===== src/dbd_pkg.sv =====
// Package: widths, reciprocal constants and the month offset table for days_between_dates.
package dbd_pkg;

    localparam int YearW  = 14;
    localparam int MonthW = 4;
    localparam int DayW   = 5;
    localparam int NumW   = 23;
    localparam int CountW = 22;
    localparam int InW    = 48;
    localparam int OutW   = 24;

    localparam int Recip25   = 5243;
    localparam int RecipSh   = 17;
    localparam int MonthFeb  = 2;

    typedef struct packed {
        logic en;
        logic vld;
    } t_pipe_ctrl;

    function automatic logic [8:0] f_days_before(input logic [MonthW-1:0] month);
        logic [8:0] v;
        unique case (month) inside
            4'd0, 4'd1: v = 9'd0;
            4'd2:       v = 9'd31;
            4'd3:       v = 9'd59;
            4'd4:       v = 9'd90;
            4'd5:       v = 9'd120;
            4'd6:       v = 9'd151;
            4'd7:       v = 9'd181;
            4'd8:       v = 9'd212;
            4'd9:       v = 9'd243;
            4'd10:      v = 9'd273;
            4'd11:      v = 9'd304;
            default:    v = 9'd334;
        endcase
        return v;
    endfunction

endpackage


===== src/dbd_day_num.sv =====
// Three-stage pipeline that maps one date to its day number.
module dbd_day_num
    import dbd_pkg::*;
(
    input  logic              i_clk,
    input  logic              i_en,
    input  logic [YearW-1:0]  i_year,
    input  logic [MonthW-1:0] i_month,
    input  logic [DayW-1:0]   i_day,
    output logic [NumW-1:0]   o_num
);

    // stage 1
    logic [NumW-1:0] r_y365, n_y365;
    logic [12:0]     r_q4, n_q4;
    logic [25:0]     r_p100, n_p100;
    logic [23:0]     r_p400, n_p400;
    logic [24:0]     r_m4, n_m4;
    logic [23:0]     r_m16, n_m16;
    logic [YearW-1:0] r_year;
    logic [8:0]      r_mtab, n_mtab;
    logic            r_late, n_late;
    logic [DayW-1:0] r_day;

    // stage 2
    logic [NumW-1:0] r_s1, n_s1;
    logic [12:0]     r_t, n_t;
    logic            r_leap, n_leap;

    // stage 3
    logic [NumW-1:0] r_num, n_num;

    logic [YearW:0] w_y99, w_y399, w_y3;
    logic [8:0]     w_c100;
    logic [6:0]     w_c400;
    logic [7:0]     w_q100;
    logic [6:0]     w_q400;
    logic [11:0]    w_q100x;
    logic [10:0]    w_q400x;
    logic           w_div4, w_div100, w_div400;

    always_comb begin
        w_y3   = {1'b0, i_year} + 15'd3;
        w_y99  = {1'b0, i_year} + 15'd99;
        w_y399 = {1'b0, i_year} + 15'd399;
        n_y365 = NumW'(i_year) * NumW'(365);
        n_q4   = w_y3[14:2];
        n_p100 = 26'(w_y99[14:2]) * 26'(Recip25);
        n_p400 = 24'(w_y399[14:4]) * 24'(Recip25);
        n_m4   = 25'(i_year[13:2]) * 25'(Recip25);
        n_m16  = 24'(i_year[13:4]) * 24'(Recip25);
        n_mtab = f_days_before(i_month);
        n_late = (i_month > 4'(MonthFeb));
    end

    always_comb begin
        w_c100   = r_p100[25:RecipSh];
        w_c400   = r_p400[23:RecipSh];
        w_q100   = r_m4[24:RecipSh];
        w_q400   = r_m16[23:RecipSh];
        w_q100x  = 12'(w_q100) * 12'd25;
        w_q400x  = 11'(w_q400) * 11'd25;
        w_div4   = (r_year[1:0] == 2'd0);
        w_div100 = w_div4 && (w_q100x == r_year[13:2]);
        w_div400 = (r_year[3:0] == 4'd0) && (w_q400x == {1'b0, r_year[13:4]});
        n_leap   = r_late && (w_div400 || (w_div4 && !w_div100));
        n_s1     = r_y365 + NumW'(r_mtab) + NumW'(r_day);
        n_t      = r_q4 + 13'(w_c400) - 13'(w_c100);
    end

    assign n_num = r_s1 + NumW'(r_t) + NumW'(r_leap);

    always_ff @(posedge i_clk) begin
        if (i_en) begin
            r_y365 <= n_y365;
            r_q4   <= n_q4;
            r_p100 <= n_p100;
            r_p400 <= n_p400;
            r_m4   <= n_m4;
            r_m16  <= n_m16;
            r_year <= i_year;
            r_mtab <= n_mtab;
            r_late <= n_late;
            r_day  <= i_day;
            r_s1   <= n_s1;
            r_t    <= n_t;
            r_leap <= n_leap;
            r_num  <= n_num;
        end
    end

    assign o_num = r_num;

endmodule


===== src/dbd_absdiff.sv =====
// Output stage: absolute difference of two day numbers into the result register.
module dbd_absdiff
    import dbd_pkg::*;
(
    input  logic              i_clk,
    input  logic              i_rst_n,
    input  t_pipe_ctrl        i_ctrl,
    input  logic [NumW-1:0]   i_num_a,
    input  logic [NumW-1:0]   i_num_b,
    output logic              o_vld,
    output logic [CountW-1:0] o_count
);

    logic              r_vld;
    logic [CountW-1:0] r_count, n_count;
    logic [NumW-1:0]   w_diff;

    always_comb begin
        if (i_num_a >= i_num_b) begin
            w_diff = i_num_a - i_num_b;
        end else begin
            w_diff = i_num_b - i_num_a;
        end
        n_count = w_diff[CountW-1:0];
    end

    always_ff @(posedge i_clk) begin
        if (!i_rst_n) begin
            r_vld <= 1'b0;
        end else if (i_ctrl.en) begin
            r_vld <= i_ctrl.vld;
        end
    end

    always_ff @(posedge i_clk) begin
        if (i_ctrl.en) begin
            r_count <= n_count;
        end
    end

    assign o_vld   = r_vld;
    assign o_count = r_count;

endmodule


===== src/days_between_dates.sv =====
// Top level of days_between_dates: absolute day count between two Gregorian dates.
// Data pass three day-number stages, then the difference register driving o_m_tdata.
// Throughput: one transfer per cycle while the output is not stalled.
// A stall on the output freezes every stage; nothing is dropped or repeated.
// Reset: synchronous, active low; clears the valid bits, data registers keep their contents.
module days_between_dates
    import dbd_pkg::*;
(
    input  logic            i_clk,
    input  logic            i_rst_n,
    input  logic            i_s_tvalid,
    output logic            o_s_tready,
    // first_year, first_month, first_day, second_year, second_month, second_day, zero pad
    input  logic [InW-1:0]  i_s_tdata,
    output logic            o_m_tvalid,
    input  logic            i_m_tready,
    // day_count, zero pad
    output logic [OutW-1:0] o_m_tdata
);

    logic              w_en;
    logic [2:0]        r_vld;
    logic [NumW-1:0]   w_num_a, w_num_b;
    logic [CountW-1:0] w_count;
    t_pipe_ctrl        w_ctrl;

    assign w_en       = !o_m_tvalid || i_m_tready;
    assign o_s_tready = w_en;

    always_ff @(posedge i_clk) begin
        if (!i_rst_n) begin
            r_vld <= '0;
        end else if (w_en) begin
            r_vld <= {r_vld[1:0], i_s_tvalid};
        end
    end

    dbd_day_num u_first (
        .i_clk   (i_clk),
        .i_en    (w_en),
        .i_year  (i_s_tdata[13:0]),
        .i_month (i_s_tdata[17:14]),
        .i_day   (i_s_tdata[22:18]),
        .o_num   (w_num_a)
    );

    dbd_day_num u_second (
        .i_clk   (i_clk),
        .i_en    (w_en),
        .i_year  (i_s_tdata[36:23]),
        .i_month (i_s_tdata[40:37]),
        .i_day   (i_s_tdata[45:41]),
        .o_num   (w_num_b)
    );

    assign w_ctrl.en  = w_en;
    assign w_ctrl.vld = r_vld[2];

    dbd_absdiff u_absdiff (
        .i_clk   (i_clk),
        .i_rst_n (i_rst_n),
        .i_ctrl  (w_ctrl),
        .i_num_a (w_num_a),
        .i_num_b (w_num_b),
        .o_vld   (o_m_tvalid),
        .o_count (w_count)
    );

    assign o_m_tdata = {{(OutW-CountW){1'b0}}, w_count};

endmodule


===== config.mk =====
export PLATFORM = sky130hd
export DESIGN_NAME = days_between_dates
export DESIGN_NICKNAME = d
export VERILOG_FILES = /design/src/dbd_pkg.sv /design/src/dbd_day_num.sv /design/src/dbd_absdiff.sv /design/src/days_between_dates.sv
export SDC_FILE = /design/constraint.sdc
export NUM_CORES = 2
export LEC_CHECK = 0
export ABC_AREA = 0
export BUFFER_PORTS_ARGS = -buffer_cell sky130_fd_sc_hd__buf_2
export CAP_MARGIN = 5
export CORE_AREA = 3 3 311 313
export DETAILED_ROUTE_END_ITERATION = 12
export DIE_AREA = 0 0 314 316
export PLACE_DENSITY_LB_ADDON = 0.05
export SETUP_SLACK_MARGIN = 0.4
export SYNTH_ARGS = -nofsm -noshare
export SYNTH_HDL_FRONTEND = slang
export SYNTH_SLANG_ARGS = --single-unit

===== constraint.sdc =====
create_clock -name i_clk -period 16.5 [get_ports i_clk]
set_clock_uncertainty 0.15 [all_clocks]
set_input_delay 3.3 -clock i_clk [delete_from_list [all_inputs] [get_ports i_clk]]
set_output_delay 3.3 -clock i_clk [all_outputs]
set_load 0.01 [all_outputs]

==> reports/results.md <==
| Parameter | Value |
| --- | --- |
| Growth of design area from synthesis to finish | 7.62% |
| Number of buffers added on ports | 73 |
| Yosys synthesis warning count | 0 |
| Min-Delay Path Class | flop to flop |
| Max_slew headroom | 30.9% |
| Core Rows | 113 |
| Most instantiated flip-flop cell in the synthesis netlist | sky130_fd_sc_hd__edfxtp_1 |
| Final std cells w/o fill | 5411 |
| GRT Residual Overflow | 0 |
| Number of design rule violations left after detail routing | 0 |
| Half-perimeter wire length after placement | 74.5 mm |
| Number of hold violations in the final report | 0 |
| Post-CTS Resized | 0 |
| Worst Path Required | 16.65 ns |
| Outcome | completed |
| Setup crit start | i_s_tdata[26] |
| Yosys top cell area share | 25.5% |
| Hold Slack | 0.307 ns |
| Syn avg cell area | 10.5 µm² |
| Number of buffers inserted to repair setup after CTS | 0 |
| Core Footprint | 0.0946 mm² |
| Count of endpoints failing setup in the final report | 0 |
| Number of fillers in the final layout | 8926 |
| Slew @ Worst Pin | 1.03 ns |
| Number of enable-type register cells in the synthesized netlist | 328 |
| Starting Density | 44.6% |
| Metal2 WL | 38.8 mm |
| Arrival time reported for the critical path endpoint | 10.31 ns |
| Portion of the post-synthesis area used by sequential elements | 23.6% |
| Number of ports placed on the die boundary | 78 |
| Tmin final | 10.16 ns |
| Via count of the first global-routing pass | 27.6k |
| H-tree depth reported by CTS | 2 |
| Count of different cell masters after synthesis | 75 |
| Startpoint of the most critical register-to-register path | u_second.r_m4[19]$_DFFE_PP_ |
| Share of the clock period used by the worst path | 61.6% |
| Total Nets Final | 5455 |
| Via count | 26.3k |
| Fraction of final layout cells sized beyond drive strength 1 | 4.25% |
| Number of iterations in the first detailed-routing pass | 5 |
| Setup repair after global routing missed its margin | no |
| Met3 wirelength from detailed routing | 2.53 mm |
| Most area-consuming cells after synthesis | sky130_fd_sc_hd__ha_1 (25%), sky130_fd_sc_hd__edfxtp_1 (23%), sky130_fd_sc_hd__fa_1 (21%) |
| Final core utilization | 48.0% |
| Horizontal extent of the die | 314 µm |
| Top Layer Used | met5 |
| All-layer global routing usage | 18.5% |
| Routed length on met1 | 45.1 mm |
| Power density over cell area | 206 mW/mm² |
| Clock latency reported for the late side of the worst-skew pair | 0.56 ns |
| Routability-driven placement congestion ratio | 0.834 |
| Cell taking the most area after synthesis | sky130_fd_sc_hd__ha_1 |
| Total length of routed wires | 88.0 mm |
| CP max FO | 9 |
| Area enclosed by the die boundary | 0.0992 mm² |
| Register bit total from synthesis | 332 |
| Maximum clock rate | 0.0984 GHz |
| Cts-stage hold buffer count | 0 |
| Antenna violations before repair | 7 |
| TritonCTS clock tree | done |
| Final count of pins violating max slew | 0 |
| Power consumption | 9.36 mW |
| Crit. End Element | flop |
| Crit path kind | primary input to flop |
| Vias per cell | 4.86 |
| Maximum number of pins on one net before global-route repair | 170 |
| Number of DRC violations after detailed-routing iteration 0 | 1192 |
| Post-synthesis async set-or-reset flop share | 0% |
| HP Start | r_vld[2]$_SDFFE_PN0P_ |
| Startpoint kind of the worst setup timing path | primary input |
| Remaining number of nets flagged by the antenna check after routing | 0 |
| Inserted Clock Buffers | 40 |
| Number of maximum-capacitance violations | 0 |
| Max Buffers Root-to-Sink | 3 |
| Post-Syn Instances | 4007 |
| Master cell of the clock root buffer | sky130_fd_sc_hd__clkbuf_16 |
| Clock transition at the register clock pins on the worst setup and hold paths after CTS | 0.06 ns |
| Per-cell routed wire length | 16.3 µm |
| Cell Area, Synth | 0.0422 mm² |
| Maximum vdd ir drop | 0.133 mV |
| Placed Cells incl. Taps | 5335 |
| Sum Neg Setup Slack | 0 ns |
| Height of the die | 316 µm |
| Leakage component of the power | 23.0 nW |
| Clock sink count | 332 |
| Wire length of the first global-routing pass | 147 mm |
==> where the power goes <==
| group | total [mW] | internal (mW) | switching (mW) | leakage, nW |
|---|---|---|---|---|
| Clock | 0.828 | 0.471 | 0.356 | 0.597 |
| Combinational | 6.79 | 3.05 | 3.74 | 18.8 |
| Sequential | 1.74 | 1.52 | 0.217 | 3.52 |
| Total | 9.36 | 5.04 | 4.31 | 23.0 |
==> worst paths after layout <==
kind,to,slack [ns],depth (start not counted)
worst min-delay path,u_absdiff.o_vld$_SDFFE_PN0P_,0.31,2
worst max register to register,u_second.r_leap$_DFFE_PP_,12.49,15
worst min register to register,u_absdiff.o_vld$_SDFFE_PN0P_,0.31,2
worst max-delay path,u_second.r_p400[23]$_DFFE_PP_,6.34,27
==> critical path: stages <==
cell,delay (ns)
sky130_fd_sc_hd__buf_2,0.28
sky130_fd_sc_hd__inv_1,0.16
sky130_fd_sc_hd__ha_1,0.20
sky130_fd_sc_hd__o21ai_0,0.07
sky130_fd_sc_hd__nand2_1,0.11
sky130_fd_sc_hd__and3_1,0.23
sky130_fd_sc_hd__a21oi_1,0.25
sky130_fd_sc_hd__o21ai_0,0.17
sky130_fd_sc_hd__and3_1,0.23
sky130_fd_sc_hd__xnor2_1,0.59
sky130_fd_sc_hd__ha_1,0.38
sky130_fd_sc_hd__inv_1,0.09
sky130_fd_sc_hd__fa_1,0.45
sky130_fd_sc_hd__fa_1,0.52
sky130_fd_sc_hd__inv_1,0.07
sky130_fd_sc_hd__fa_1,0.51
sky130_fd_sc_hd__fa_1,0.49
sky130_fd_sc_hd__ha_1,0.32
sky130_fd_sc_hd__nand3_1,0.09
sky130_fd_sc_hd__a2bb2oi_1,0.18
sky130_fd_sc_hd__a21oi_1,0.11
sky130_fd_sc_hd__o31a_1,0.33
sky130_fd_sc_hd__a311o_1,0.39
sky130_fd_sc_hd__a31o_2,0.29
sky130_fd_sc_hd__a21oi_1,0.23
sky130_fd_sc_hd__o21bai_1,0.11
sky130_fd_sc_hd__xnor2_1,0.13
==> state kept, by name, indices dropped and copies added (netlist names), 9 cells and up <==
name,flops
u_absdiff.o_count,22
u_first.o_num,23
u_first.r_mtab,9
u_first.r_p100,10
u_first.r_q4,12
u_first.r_s1,23
u_first.r_t,13
u_first.r_y365,21
u_first.r_year,14
u_second.o_num,23
u_second.r_mtab,9
u_second.r_p100,10
u_second.r_q4,12
u_second.r_s1,23
u_second.r_t,13
u_second.r_y365,21
u_second.r_year,14
==> metal layers <==
layer,vias up,global-route usage [%]
met4,6,3.53
li1,13500,-
met5,-,0
met1,12500,27.4
met3,81,2.15
met2,244,29.5
==> cell usage after synthesis (30+ instances only) <==
| library cell | instances |
|---|---|
| sky130_fd_sc_hd__nor2_1 | 149 |
| sky130_fd_sc_hd__nand2b_1 | 30 |
| sky130_fd_sc_hd__nor2b_1 | 41 |
| sky130_fd_sc_hd__edfxtp_1 | 328 |
| sky130_fd_sc_hd__nand3_1 | 55 |
| sky130_fd_sc_hd__fa_1 | 433 |
| sky130_fd_sc_hd__inv_1 | 932 |
| sky130_fd_sc_hd__nor3_1 | 39 |
| sky130_fd_sc_hd__ha_1 | 858 |
| sky130_fd_sc_hd__nand4_1 | 34 |
| sky130_fd_sc_hd__a21o_1 | 84 |
| sky130_fd_sc_hd__a21oi_1 | 164 |
| sky130_fd_sc_hd__o21ai_0 | 106 |
| sky130_fd_sc_hd__xor2_1 | 97 |
| sky130_fd_sc_hd__nand2_1 | 97 |
| sky130_fd_sc_hd__xnor2_1 | 237 |
==> kinds of logic (layout without fill, tap and decap cells) <==
logic type | count (synthesis) | count (layout) | synth area share, %
adder cells (fa/ha/maj) | 1291 | 1291 | 46.0
buffers and inverters | 962 | 1095 | 8.59
AO/OA/AOI/OAI | 541 | 541 | 8.24
AND/OR/NAND/NOR | 530 | 530 | 6.25
XOR/XNOR | 334 | 334 | 6.94
flip-flops | 332 | 332 | 23.6
multiplexers | 16 | 16 | 0.383
other | 1 | 7 | 0.00890
==> per-stage QoR <==
step           cell area (µm²)  worst slack [ns]
6_report                 45400              6.34
5_1_grt                  45400              5.87
4_1_cts                  45400              6.36
3_5_place_dp             44100              5.78
3_3_place_gp             44100              5.81
2_1_floorplan            42200             0.570
==> cell type report <==
type | count | area (µm²) | area share, %
diodes | 5 | 12.5 | 0.0276
clock buffers | 47 | 1050 | 2.31
clock inverters | 24 | 160 | 0.353
inverters | 932 | 3500 | 7.71
multi-input cells | 2714 | 28600 | 63.1
flip-flops and latches | 332 | 9930 | 21.9
well taps | 1265 | 1580 | 3.49
repair buffers | 92 | 520 | 1.15
==> cells in the final DEF, fill, tap and decap left out, types with 15 or more instances in the layout <==
cell type,instances
sky130_fd_sc_hd__o21ai_0,106
sky130_fd_sc_hd__xor2_1,97
sky130_fd_sc_hd__a211oi_1,15
sky130_fd_sc_hd__clkbuf_16,41
sky130_fd_sc_hd__buf_4,18
sky130_fd_sc_hd__o21a_1,24
sky130_fd_sc_hd__nand2b_1,29
sky130_fd_sc_hd__nand3_1,55
sky130_fd_sc_hd__edfxtp_1,328
sky130_fd_sc_hd__mux2i_1,15
sky130_fd_sc_hd__and3_1,24
sky130_fd_sc_hd__nand4_1,34
sky130_fd_sc_hd__nand2_1,97
sky130_fd_sc_hd__xnor2_1,237
sky130_fd_sc_hd__a21o_1,84
sky130_fd_sc_hd__nor3_1,39
sky130_fd_sc_hd__buf_2,73
sky130_fd_sc_hd__inv_1,932
sky130_fd_sc_hd__a21oi_1,164
sky130_fd_sc_hd__nor2b_1,41
sky130_fd_sc_hd__nor2_1,149
sky130_fd_sc_hd__ha_1,858
sky130_fd_sc_hd__o21bai_1,25
sky130_fd_sc_hd__fa_1,433
Note: power is estimated with default switching activity, not from simulation.
